File: config.mk
export PLATFORM = sky130hd
export DESIGN_NAME = omega_statistic_stream_core
export DESIGN_NICKNAME = d
export VERILOG_FILES = /design/src/rtl/oss_pkg.sv /design/src/rtl/oss_fpu.sv /design/src/rtl/omega_statistic_stream_core.sv
export SDC_FILE = /design/constraint.sdc
export NUM_CORES = 2
export LEC_CHECK = 0
export ABC_AREA = 1
export BUFFER_PORTS_ARGS = -buffer_cell sky130_fd_sc_hd__buf_2
export CAP_MARGIN = 5
export CORE_MARGIN = 3
export CORE_UTILIZATION = 32
export CTS_BUF_LIST = sky130_fd_sc_hd__clkbuf_4 sky130_fd_sc_hd__clkbuf_8 sky130_fd_sc_hd__clkbuf_16
export DETAILED_ROUTE_END_ITERATION = 8
export PLACE_DENSITY = 0.51
export SLEW_MARGIN = 0
export SYNTH_ARGS = -nofsm -noshare
export SYNTH_HDL_FRONTEND = slang
export SYNTH_HIERARCHICAL = 1
export SYNTH_SLANG_ARGS = --single-unit
File: constraint.sdc
create_clock -name clk_i -period 18.6 [get_ports clk_i]
set_input_delay 1.86 -clock clk_i [delete_from_list [all_inputs] [get_ports clk_i]]
set_output_delay 1.86 -clock clk_i [all_outputs]
set_load 0.01 [all_outputs]
File: src/rtl/oss_pkg.sv
// Shared types, constants and the operation schedule for the omega stream core.
`timescale 1ns / 1ps
`default_nettype none
package oss_pkg;

  localparam int unsigned NumSteps = 16;

  localparam logic [1:0] OP_ADD = 2'd0;
  localparam logic [1:0] OP_SUB = 2'd1;
  localparam logic [1:0] OP_MUL = 2'd2;
  localparam logic [1:0] OP_DIV = 2'd3;

  localparam logic [3:0] SRC_M    = 4'd0;
  localparam logic [3:0] SRC_N    = 4'd1;
  localparam logic [3:0] SRC_L    = 4'd2;
  localparam logic [3:0] SRC_R    = 4'd3;
  localparam logic [3:0] SRC_C    = 4'd4;
  localparam logic [3:0] SRC_ONE  = 4'd5;
  localparam logic [3:0] SRC_TWO  = 4'd6;
  localparam logic [3:0] SRC_BIAS = 4'd7;
  localparam logic [3:0] SRC_SUM  = 4'd8;
  localparam logic [3:0] SRC_T0   = 4'd9;
  localparam logic [3:0] SRC_T1   = 4'd10;
  localparam logic [3:0] SRC_T2   = 4'd11;

  localparam logic [1:0] DST_T0  = 2'd0;
  localparam logic [1:0] DST_T1  = 2'd1;
  localparam logic [1:0] DST_T2  = 2'd2;
  localparam logic [1:0] DST_SUM = 2'd3;

  localparam logic [31:0] F_ZERO = 32'h0000_0000;
  localparam logic [31:0] F_ONE  = 32'h3F80_0000;
  localparam logic [31:0] F_TWO  = 32'h4000_0000;
  localparam logic [31:0] F_BIAS = 32'h3C23_D70A;
  localparam logic [31:0] F_MAX  = 32'h7F7F_FFFF;
  localparam logic [31:0] F_DNAN = 32'hFFC0_0000;
  localparam logic [31:0] F_QBIT = 32'h0040_0000;

  typedef struct packed {
    logic [31:0] m_value;
    logic [31:0] n_value;
    logic [31:0] left_sum;
    logic [31:0] right_sum;
    logic [31:0] total_sum;
    logic        last;
  } in_t;

  typedef struct packed {
    logic [31:0] omega_value;
    logic [31:0] max_value;
    logic [31:0] min_value;
    logic [31:0] sum_value;
    logic        totals_valid;
  } out_t;

  typedef struct packed {
    logic        start;
    logic [1:0]  op;
    logic [31:0] a;
    logic [31:0] b;
  } fpu_req_t;

  typedef struct packed {
    logic        done;
    logic [31:0] res;
  } fpu_rsp_t;

  typedef struct packed {
    logic [1:0] op;
    logic [3:0] a_sel;
    logic [3:0] b_sel;
    logic [1:0] dst;
  } step_t;

  function automatic step_t step_cfg(input logic [3:0] idx);
    step_t s;
    unique case (idx)
      4'd0:  s = '{OP_ADD, SRC_L,  SRC_ONE,  DST_T0};
      4'd1:  s = '{OP_SUB, SRC_M,  SRC_ONE,  DST_T1};
      4'd2:  s = '{OP_MUL, SRC_M,  SRC_T1,   DST_T1};
      4'd3:  s = '{OP_DIV, SRC_T1, SRC_TWO,  DST_T1};
      4'd4:  s = '{OP_SUB, SRC_N,  SRC_ONE,  DST_T2};
      4'd5:  s = '{OP_MUL, SRC_N,  SRC_T2,   DST_T2};
      4'd6:  s = '{OP_DIV, SRC_T2, SRC_TWO,  DST_T2};
      4'd7:  s = '{OP_ADD, SRC_T1, SRC_T2,   DST_T1};
      4'd8:  s = '{OP_DIV, SRC_T0, SRC_T1,   DST_T0};
      4'd9:  s = '{OP_SUB, SRC_C,  SRC_L,    DST_T1};
      4'd10: s = '{OP_SUB, SRC_T1, SRC_R,    DST_T1};
      4'd11: s = '{OP_MUL, SRC_M,  SRC_N,    DST_T2};
      4'd12: s = '{OP_DIV, SRC_T1, SRC_T2,   DST_T1};
      4'd13: s = '{OP_ADD, SRC_T1, SRC_BIAS, DST_T1};
      4'd14: s = '{OP_DIV, SRC_T0, SRC_T1,   DST_T0};
      4'd15: s = '{OP_ADD, SRC_T0, SRC_SUM,  DST_SUM};
      default: s = '{OP_ADD, SRC_T0, SRC_SUM, DST_SUM};
    endcase
    // first step adds right_sum to left_sum
    if (idx == 4'd0) begin
      s.b_sel = SRC_R;
    end
    return s;
  endfunction

  function automatic logic f_gt(input logic [31:0] a, input logic [31:0] b);
    logic        a_nan;
    logic        b_nan;
    logic        both_zero;
    logic [31:0] ka;
    logic [31:0] kb;
    a_nan     = (a[30:23] == 8'hFF) && (a[22:0] != 23'd0);
    b_nan     = (b[30:23] == 8'hFF) && (b[22:0] != 23'd0);
    both_zero = (a[30:0] == 31'd0) && (b[30:0] == 31'd0);
    ka        = a[31] ? ~a : (a | 32'h8000_0000);
    kb        = b[31] ? ~b : (b | 32'h8000_0000);
    return !a_nan && !b_nan && !both_zero && (ka > kb);
  endfunction

endpackage
`default_nettype wire

File: src/rtl/oss_fpu.sv
// Iterative single-precision add, subtract, multiply and divide unit.
`timescale 1ns / 1ps
`default_nettype none
module oss_fpu (
  input  wire logic             clk_i,
  input  wire logic             rst_ni,
  input  wire oss_pkg::fpu_req_t req_i,
  output oss_pkg::fpu_rsp_t     rsp_o
);

  localparam logic [2:0] S_IDLE = 3'd0;
  localparam logic [2:0] S_PRE  = 3'd1;
  localparam logic [2:0] S_DIV  = 3'd2;
  localparam logic [2:0] S_NORM = 3'd3;
  localparam logic [2:0] S_DEN  = 3'd4;
  localparam logic [2:0] S_PACK = 3'd5;

  logic [2:0]         st_q, st_d;
  logic               done_q, done_d;
  logic [31:0]        res_q, res_d;
  logic               sgn_q, sgn_d;
  logic signed [11:0] ea_q, ea_d, eb_q, eb_d, e_q, e_d;
  logic [23:0]        ma_q, ma_d, mb_q, mb_d;
  logic [25:0]        rem_q, rem_d;
  logic [49:0]        r_q, r_d;
  logic               stk_q, stk_d;
  logic [4:0]         cnt_q, cnt_d;

  logic [31:0]        a, b;
  logic               sa, sb, sx;
  logic [7:0]         xa, xb;
  logic               a_nan, b_nan, a_inf, b_inf, a_zero, b_zero;
  logic [23:0]        ma, mb;
  logic signed [11:0] eau, ebu;
  logic               spec;
  logic [31:0]        spec_res;

  logic               a_big;
  logic signed [11:0] e_big, e_sm, dexp;
  logic [23:0]        m_big, m_sm;
  logic               s_big, s_sm;
  logic [26:0]        sm_ext, sm_sh, sm_mask, sm_jam;
  logic               sm_lost;
  logic [27:0]        sum28;
  logic [47:0]        prod;

  logic [26:0]        trial;
  logic               qbit;
  logic [25:0]        nrem;
  logic signed [11:0] biased;
  logic [7:0]         expf;
  logic [30:0]        base;
  logic               inc;

  always_comb begin
    a      = req_i.a;
    b      = req_i.b;
    sa     = a[31];
    sb     = b[31] ^ (req_i.op == oss_pkg::OP_SUB);
    sx     = a[31] ^ b[31];
    xa     = a[30:23];
    xb     = b[30:23];
    a_nan  = (xa == 8'hFF) && (a[22:0] != 23'd0);
    b_nan  = (xb == 8'hFF) && (b[22:0] != 23'd0);
    a_inf  = (xa == 8'hFF) && (a[22:0] == 23'd0);
    b_inf  = (xb == 8'hFF) && (b[22:0] == 23'd0);
    a_zero = (a[30:0] == 31'd0);
    b_zero = (b[30:0] == 31'd0);
    ma     = {xa != 8'd0, a[22:0]};
    mb     = {xb != 8'd0, b[22:0]};
    eau    = (xa == 8'd0) ? -12'sd149 : ($signed({4'd0, xa}) - 12'sd150);
    ebu    = (xb == 8'd0) ? -12'sd149 : ($signed({4'd0, xb}) - 12'sd150);

    spec     = 1'b1;
    spec_res = oss_pkg::F_DNAN;
    if (a_nan) begin
      spec_res = a | oss_pkg::F_QBIT;
    end else if (b_nan) begin
      spec_res = b | oss_pkg::F_QBIT;
    end else begin
      unique case (req_i.op)
        oss_pkg::OP_ADD, oss_pkg::OP_SUB: begin
          if (a_inf && b_inf && (sa != sb)) spec_res = oss_pkg::F_DNAN;
          else if (a_inf) spec_res = a;
          else if (b_inf) spec_res = {sb, b[30:0]};
          else if (a_zero && b_zero) spec_res = {sa & sb, 31'd0};
          else if (a_zero) spec_res = {sb, b[30:0]};
          else if (b_zero) spec_res = a;
          else spec = 1'b0;
        end
        oss_pkg::OP_MUL: begin
          if ((a_inf && b_zero) || (a_zero && b_inf)) spec_res = oss_pkg::F_DNAN;
          else if (a_inf || b_inf) spec_res = {sx, 8'hFF, 23'd0};
          else if (a_zero || b_zero) spec_res = {sx, 31'd0};
          else spec = 1'b0;
        end
        oss_pkg::OP_DIV: begin
          if ((a_inf && b_inf) || (a_zero && b_zero)) spec_res = oss_pkg::F_DNAN;
          else if (a_inf || b_zero) spec_res = {sx, 8'hFF, 23'd0};
          else if (b_inf || a_zero) spec_res = {sx, 31'd0};
          else spec = 1'b0;
        end
        default: spec = 1'b1;
      endcase
    end

    a_big   = (eau > ebu) || ((eau == ebu) && (ma >= mb));
    e_big   = a_big ? eau : ebu;
    e_sm    = a_big ? ebu : eau;
    m_big   = a_big ? ma : mb;
    m_sm    = a_big ? mb : ma;
    s_big   = a_big ? sa : sb;
    s_sm    = a_big ? sb : sa;
    dexp    = e_big - e_sm;
    sm_ext  = {m_sm, 3'b000};
    if (dexp >= 12'sd27) begin
      sm_sh   = 27'd0;
      sm_mask = '1;
    end else begin
      sm_sh   = sm_ext >> dexp[4:0];
      sm_mask = (27'd1 << dexp[4:0]) - 27'd1;
    end
    sm_lost = |(sm_ext & sm_mask);
    sm_jam  = {sm_sh[26:1], sm_sh[0] | sm_lost};
    sum28   = (s_big == s_sm) ? ({1'b0, m_big, 3'b000} + {1'b0, sm_jam})
                              : ({1'b0, m_big, 3'b000} - {1'b0, sm_jam});
    prod    = ma * mb;

    trial   = {1'b0, rem_q} - {3'd0, mb_q};
    qbit    = !trial[26];
    nrem    = qbit ? trial[25:0] : rem_q;

    biased  = e_q + 12'sd176;
    expf    = r_q[49] ? biased[7:0] : 8'd0;
    base    = {expf, r_q[48:26]};
    inc     = r_q[25] & (r_q[26] | (|r_q[24:0]) | stk_q);
  end

  always_comb begin
    st_d   = st_q;
    done_d = 1'b0;
    res_d  = res_q;
    sgn_d  = sgn_q;
    ea_d   = ea_q;
    eb_d   = eb_q;
    e_d    = e_q;
    ma_d   = ma_q;
    mb_d   = mb_q;
    rem_d  = rem_q;
    r_d    = r_q;
    stk_d  = stk_q;
    cnt_d  = cnt_q;
    unique case (st_q)
      S_IDLE: begin
        if (req_i.start) begin
          stk_d = 1'b0;
          if (spec) begin
            res_d  = spec_res;
            done_d = 1'b1;
          end else begin
            unique case (req_i.op)
              oss_pkg::OP_ADD, oss_pkg::OP_SUB: begin
                if (sum28 == 28'd0) begin
                  res_d  = oss_pkg::F_ZERO;
                  done_d = 1'b1;
                end else begin
                  sgn_d = s_big;
                  r_d   = {sum28, 22'd0};
                  e_d   = e_big - 12'sd25;
                  st_d  = S_NORM;
                end
              end
              oss_pkg::OP_MUL: begin
                sgn_d = sx;
                r_d   = {prod, 2'b00};
                e_d   = eau + ebu - 12'sd2;
                st_d  = S_NORM;
              end
              default: begin
                sgn_d = sx;
                ma_d  = ma;
                mb_d  = mb;
                ea_d  = eau;
                eb_d  = ebu;
                st_d  = S_PRE;
              end
            endcase
          end
        end
      end
      S_PRE: begin
        if (!ma_q[23]) begin
          ma_d = {ma_q[22:0], 1'b0};
          ea_d = ea_q - 12'sd1;
        end else if (!mb_q[23]) begin
          mb_d = {mb_q[22:0], 1'b0};
          eb_d = eb_q - 12'sd1;
        end else begin
          rem_d = {2'b00, ma_q};
          r_d   = '0;
          cnt_d = 5'd0;
          st_d  = S_DIV;
        end
      end
      S_DIV: begin
        rem_d = {nrem[24:0], 1'b0};
        cnt_d = cnt_q + 5'd1;
        r_d   = {r_q[48:0], qbit};
        if (cnt_q == 5'd26) begin
          r_d   = {r_q[25:0], qbit, 23'd0};
          stk_d = (nrem != 26'd0);
          e_d   = ea_q - eb_q - 12'sd49;
          st_d  = S_NORM;
        end
      end
      S_NORM: begin
        if (r_q[49]) begin
          st_d = (biased >= 12'sd1) ? S_PACK : S_DEN;
        end else begin
          r_d = {r_q[48:0], 1'b0};
          e_d = e_q - 12'sd1;
        end
      end
      S_DEN: begin
        if (biased >= 12'sd1) begin
          st_d = S_PACK;
        end else if (biased < -12'sd30) begin
          stk_d = stk_q | (|r_q);
          r_d   = '0;
          e_d   = -12'sd175;
          st_d  = S_PACK;
        end else begin
          stk_d = stk_q | r_q[0];
          r_d   = {1'b0, r_q[49:1]};
          e_d   = e_q + 12'sd1;
        end
      end
      S_PACK: begin
        if (biased >= 12'sd255) begin
          res_d = {sgn_q, 8'hFF, 23'd0};
        end else begin
          res_d = {sgn_q, base + {30'd0, inc}};
        end
        done_d = 1'b1;
        st_d   = S_IDLE;
      end
      default: st_d = S_IDLE;
    endcase
  end

  always_ff @(posedge clk_i or negedge rst_ni) begin
    if (!rst_ni) begin
      st_q   <= S_IDLE;
      done_q <= 1'b0;
    end else begin
      st_q   <= st_d;
      done_q <= done_d;
    end
  end

  always_ff @(posedge clk_i) begin
    res_q <= res_d;
    sgn_q <= sgn_d;
    ea_q  <= ea_d;
    eb_q  <= eb_d;
    e_q   <= e_d;
    ma_q  <= ma_d;
    mb_q  <= mb_d;
    rem_q <= rem_d;
    r_q   <= r_d;
    stk_q <= stk_d;
    cnt_q <= cnt_d;
  end

  assign rsp_o = '{done: done_q, res: res_q};

endmodule
`default_nettype wire

File: src/rtl/omega_statistic_stream_core.sv
// Top level of the omega statistic stream core: sequencer, operands and totals.
// Each item runs sixteen float32 operations in a fixed order through one shared
// iterative unit, then updates the running maximum, minimum and sum. A divide
// yields one quotient bit per cycle, and each item holds five divides. An
// operation on a zero, infinity or NaN operand skips the iterative states.
// Subnormal values add extra normalize steps. The input is ready only while the
// core is idle. A finished result waits in an output register until it is taken.
`timescale 1ns / 1ps
`default_nettype none
module omega_statistic_stream_core (
  input  wire logic          clk_i,
  input  wire logic          rst_ni,
  input  wire logic          in_valid_i,
  output logic               in_ready_o,
  input  wire oss_pkg::in_t  in_data_i,
  output logic               out_valid_o,
  input  wire logic          out_ready_i,
  output oss_pkg::out_t      out_data_o
);

  localparam logic [1:0] ST_IDLE  = 2'd0;
  localparam logic [1:0] ST_ISSUE = 2'd1;
  localparam logic [1:0] ST_WAIT  = 2'd2;
  localparam logic [1:0] ST_FIN   = 2'd3;

  logic [1:0]        st_q, st_d;
  logic [3:0]        step_q, step_d;
  oss_pkg::in_t      in_q, in_d;
  logic [31:0]       t0_q, t0_d, t1_q, t1_d, t2_q, t2_d;
  logic [31:0]       sum_q, sum_d, max_q, max_d, min_q, min_d;
  oss_pkg::out_t     out_q, out_d;
  logic              out_valid_q, out_valid_d;

  oss_pkg::step_t    stp;
  oss_pkg::fpu_req_t req;
  oss_pkg::fpu_rsp_t rsp;
  logic [31:0]       new_max, new_min;

  function automatic logic [31:0] pick(input logic [3:0] sel, input oss_pkg::in_t d,
                                       input logic [31:0] t0, input logic [31:0] t1,
                                       input logic [31:0] t2, input logic [31:0] s);
    logic [31:0] v;
    unique case (sel)
      oss_pkg::SRC_M:    v = d.m_value;
      oss_pkg::SRC_N:    v = d.n_value;
      oss_pkg::SRC_L:    v = d.left_sum;
      oss_pkg::SRC_R:    v = d.right_sum;
      oss_pkg::SRC_C:    v = d.total_sum;
      oss_pkg::SRC_ONE:  v = oss_pkg::F_ONE;
      oss_pkg::SRC_TWO:  v = oss_pkg::F_TWO;
      oss_pkg::SRC_BIAS: v = oss_pkg::F_BIAS;
      oss_pkg::SRC_SUM:  v = s;
      oss_pkg::SRC_T0:   v = t0;
      oss_pkg::SRC_T1:   v = t1;
      oss_pkg::SRC_T2:   v = t2;
      default:           v = oss_pkg::F_ZERO;
    endcase
    return v;
  endfunction

  oss_fpu u_fpu (
    .clk_i  (clk_i),
    .rst_ni (rst_ni),
    .req_i  (req),
    .rsp_o  (rsp)
  );

  always_comb begin
    stp       = oss_pkg::step_cfg(step_q);
    req.start = (st_q == ST_ISSUE);
    req.op    = stp.op;
    req.a     = pick(stp.a_sel, in_q, t0_q, t1_q, t2_q, sum_q);
    req.b     = pick(stp.b_sel, in_q, t0_q, t1_q, t2_q, sum_q);
    new_max   = oss_pkg::f_gt(t0_q, max_q) ? t0_q : max_q;
    new_min   = oss_pkg::f_gt(min_q, t0_q) ? t0_q : min_q;

    st_d        = st_q;
    step_d      = step_q;
    in_d        = in_q;
    t0_d        = t0_q;
    t1_d        = t1_q;
    t2_d        = t2_q;
    sum_d       = sum_q;
    max_d       = max_q;
    min_d       = min_q;
    out_d       = out_q;
    out_valid_d = out_valid_q && !out_ready_i;

    unique case (st_q)
      ST_IDLE: begin
        if (in_valid_i) begin
          in_d   = in_data_i;
          step_d = 4'd0;
          st_d   = ST_ISSUE;
        end
      end
      ST_ISSUE: st_d = ST_WAIT;
      ST_WAIT: begin
        if (rsp.done) begin
          unique case (stp.dst)
            oss_pkg::DST_T0:  t0_d  = rsp.res;
            oss_pkg::DST_T1:  t1_d  = rsp.res;
            oss_pkg::DST_T2:  t2_d  = rsp.res;
            oss_pkg::DST_SUM: sum_d = rsp.res;
            default:          t0_d  = rsp.res;
          endcase
          if (step_q == 4'(oss_pkg::NumSteps - 1)) begin
            st_d = ST_FIN;
          end else begin
            step_d = step_q + 4'd1;
            st_d   = ST_ISSUE;
          end
        end
      end
      ST_FIN: begin
        if (!out_valid_q || out_ready_i) begin
          out_valid_d       = 1'b1;
          out_d.omega_value = t0_q;
          if (in_q.last) begin
            out_d.max_value    = new_max;
            out_d.min_value    = new_min;
            out_d.sum_value    = sum_q;
            out_d.totals_valid = 1'b1;
            max_d              = oss_pkg::F_ZERO;
            min_d              = oss_pkg::F_MAX;
            sum_d              = oss_pkg::F_ZERO;
          end else begin
            out_d.max_value    = oss_pkg::F_ZERO;
            out_d.min_value    = oss_pkg::F_ZERO;
            out_d.sum_value    = oss_pkg::F_ZERO;
            out_d.totals_valid = 1'b0;
            max_d              = new_max;
            min_d              = new_min;
          end
          st_d = ST_IDLE;
        end
      end
      default: st_d = ST_IDLE;
    endcase
  end

  always_ff @(posedge clk_i or negedge rst_ni) begin
    if (!rst_ni) begin
      st_q        <= ST_IDLE;
      step_q      <= 4'd0;
      out_valid_q <= 1'b0;
      sum_q       <= oss_pkg::F_ZERO;
      max_q       <= oss_pkg::F_ZERO;
      min_q       <= oss_pkg::F_MAX;
    end else begin
      st_q        <= st_d;
      step_q      <= step_d;
      out_valid_q <= out_valid_d;
      sum_q       <= sum_d;
      max_q       <= max_d;
      min_q       <= min_d;
    end
  end

  always_ff @(posedge clk_i) begin
    in_q  <= in_d;
    t0_q  <= t0_d;
    t1_q  <= t1_d;
    t2_q  <= t2_d;
    out_q <= out_d;
  end

  assign in_ready_o  = (st_q == ST_IDLE);
  assign out_valid_o = out_valid_q;
  assign out_data_o  = out_q;

endmodule
`default_nettype wire

==> flow_metrics.env <==
export IMPL_status="finished, final reports clean"
export IMPL_grt_max_degree=109
export IMPL_yosysWarningCount=6
export IMPL_finalSetupViolations=0
export IMPL_synth_top_cell_by_area="edfxtp_1"
export IMPL_cp_arrival_ns=15.35
export IMPL_cp_required_ns=18.95
export IMPL_final_max_slew_violation_count=0
export IMPL_startpoint_type="register"
export IMPL_r2r_end="u_fpu/r_q[10]$_DFFE_PP_"
export IMPL_die_x_um=457.9
export IMPL_regMostFlops="in_q"
export IMPL_fin_area_um2=72320
export IMPL_synth_ff_type="edfxtp_1"
export IMPL_ctsResizeCount=0
export IMPL_initial_core_util_pct=32.27
export IMPL_worst_path_most_repeated_cell="nand2_1"
export IMPL_netlist_cell_type_count=73
export IMPL_max_slew_margin_pct=26.58
export IMPL_firstDrtPassIters=9
export IMPL_worstSetupPathType="register to register"
export IMPL_vias=57590
export IMPL_final_period_utilization_pct=80.69
export IMPL_max_cap_viol_count=0
export IMPL_hold_path_class="register to register"
export IMPL_crit_path_max_fanout=108
export IMPL_min_path_cells=2
export IMPL_wl_per_cell_um=24.73
export IMPL_numPortBuffers=295
export IMPL_grt_pass1_wl_um=393400
export IMPL_cp_buffers_inverters=13
export IMPL_rows=165
export IMPL_cts_sinks=692
export IMPL_grt_use_total_pct=25.47
export IMPL_grt_overflow_total=0
export IMPL_critPathSlowestCell="ha_1"
export IMPL_cts_htree_levels=3
export IMPL_syn_to_final_growth_pct=10.66
export IMPL_die_area_um2=209700
export IMPL_cts_tree="built"
export IMPL_rrSetupSlack_ns=3.59
export IMPL_core_area_um2=202500
export IMPL_numCtsBuffers=81
export IMPL_placed_area_um2=69580
export IMPL_cts_setup_buffers=0
export IMPL_cts_root_buf="clkbuf_16"
export IMPL_worstSkewPairLatency_ns=0.73
export IMPL_hold_buffers=0
export IMPL_dp_hpwl_um=210900
export IMPL_tightest_slew_ns=1.094
export IMPL_drt_total_wl_um=272200
export IMPL_die_h_um=457.9
export IMPL_place_congestion=0.9772
export IMPL_synth_area_um2=65360
export IMPL_synth_edf_count=585
export IMPL_post_route_min_period_ns=15.01
export IMPL_yosysMostFrequentCell="nand2_1"
export IMPL_async_reset_ff_share_pct=15.46
export IMPL_clk_path_buf_depth=3
export IMPL_reg2reg_from="step_q[1]$_DFFE_PN0P_"
export IMPL_postSynthCellCount=8128
export IMPL_fmax_mhz=66.63
export IMPL_final_hold_violation_count=0
export IMPL_largest_reg_flops=161
export IMPL_ys_seq_elements=692
export IMPL_vias_per_cell=5.233
export IMPL_tns_ns=0
export IMPL_nets=9342
export IMPL_min_to="max_q[10]$_DFFE_PN0P_"
export IMPL_synthTopCellsByArea="edfxtp_1 27%, fa_1 15%, nand2_1 11%"
export IMPL_num_io_pins=296
export IMPL_antenna_found_initial=19
export IMPL_antenna_left=0
export IMPL_rsz0062_at_grt="false"
export IMPL_post_route_drc_count=0
export IMPL_drive_gt1_share_pct=8.947
export IMPL_cp_end_kind="register"
export IMPL_rr_worst_depth=79
export IMPL_drt_iter0_markers=6107
export IMPL_syn_avg_cell_area_um2=8.041
export IMPL_synth_top_area_share_pct=26.88
export IMPL_worst_path_dominant_cell_family="simple AND/OR/NAND/NOR gates"
export IMPL_fin_skew_ns=0.06229
export IMPL_min_from="max_q[10]$_DFFE_PN0P_"
export IMPL_seq_area_frac_synth_pct=31.03
export IMPL_slowest_delay_ns=0.94
export IMPL_clk_pin_slew_ns=0.06
export IMPL_synth_common_cells="1,880 x nand2_1, 1,542 x inv_1, 585 x edfxtp_1, 486 x fa_1, 464 x nor2_1"
export IMPL_grt_pass1_vias=56910
export IMPL_syn_num_nets=9210
-- area by class of cell --
type,instances,area (um2)
clock buffers,91,2102
flip-flops and latches,692,20280
well taps,2672,3343
clock inverters,59,626.9
fillers,21200,130200
inverters,1576,5926
repair buffers,411,2350
multi-input cells,5498,37680
diodes,7,17.52
-- stage by stage --
step,std cells,hold WS [ns],utilization [%],worst slack (ns)
final,11010,0.5214,35.71,3.592
after global routing,11000,0.5434,35.70,2.283
after detailed placement,10850,0.5068,34.35,3.947
after global placement,10850,0.5085,34.35,3.980
after CTS,11000,0.5238,35.70,3.874
after floorplan,8128,0.4244,-,6.776
-- layer usage --
metal	share of wire [%]	wire (um)	vias up	global-route usage, %
li1	-	-	26520	-
met1	41	112100	28270	32.64
met2	46	125900	2294	41.97
met3	6.6	18020	489	3.385
met4	5.9	16140	10	13.18
met5	0.028	77	-	0
-- how the worst max path moves through the flow --
stage                                     start                        end  slack, ns  depth (start not counted)
after detailed placement  step_q[1]$_DFFE_PN0P_   u_fpu/res_q[9]$_DFFE_PP_       3.95                         79
after CTS                 step_q[1]$_DFFE_PN0P_    u_fpu/r_q[10]$_DFFE_PP_       3.87                         80
after floorplan           step_q[1]$_DFFE_PN0P_     u_fpu/r_q[0]$_DFFE_PP_       6.78                         80
after global placement    step_q[1]$_DFFE_PN0P_  u_fpu/res_q[24]$_DFFE_PP_       3.98                         78
final                     step_q[1]$_DFFE_PN0P_    u_fpu/r_q[10]$_DFFE_PP_       3.59                         79
after global routing      step_q[1]$_DFFE_PN0P_  u_fpu/res_q[11]$_DFFE_PP_       2.28                         78
-- worst register-to-register path: cells and delay by family, from the launching register on --
family | cells | cell delay (ns)
AND/OR/NAND/NOR | 52 | 6.87
adder cells (fa/ha/maj) | 4 | 2.08
flip-flops | 1 | 0.48
AO/OA/AOI/OAI | 10 | 2.18
buffers and inverters | 13 | 3.01
-- cells in the final DEF (no fill, tap or decap), drive strengths merged, types with 7 or more instances in the layout --
master    instances
fa              486
nand3b            7
dfstp            30
a211oi           21
nor2            485
xor2            111
buf             411
and2             11
clkbuf           91
clkinv           35
a21boi           10
a21oi           387
ha              431
bufinv            8
o21bai           14
nor3             71
a31oi            17
inv            1580
dfrtp            77
o221ai           36
xnor2            76
a221oi           32
o211ai           35
nand2          1941
edfxtp          585
diode             7
or2              12
o21ai           472
nand4           101
a22oi            48
nor4             40
o22ai           169
mux2i             8
o2111ai          17
o21a             16
clkinvlp         12
nand3           402
o31ai             7
-- cells by family (layout without fill, tap and decap cells) --
logic type	Yosys count	after routing	synth area share, %
muxes	8	8	0.1225
buffers and inverters	1938	2137	11.63
and+or+nand+nor	3075	3075	19.84
other	0	7	0
DFF	692	692	31.03
xor gates and xnor gates	187	187	2.517
adders and majority gates	917	917	23.14
AOI/OAI and AO/OA	1311	1311	11.72
Power is left out: the tool's default activity adds up to more than one toggle a clock period on the data nets, which glitch-free logic cannot reach.
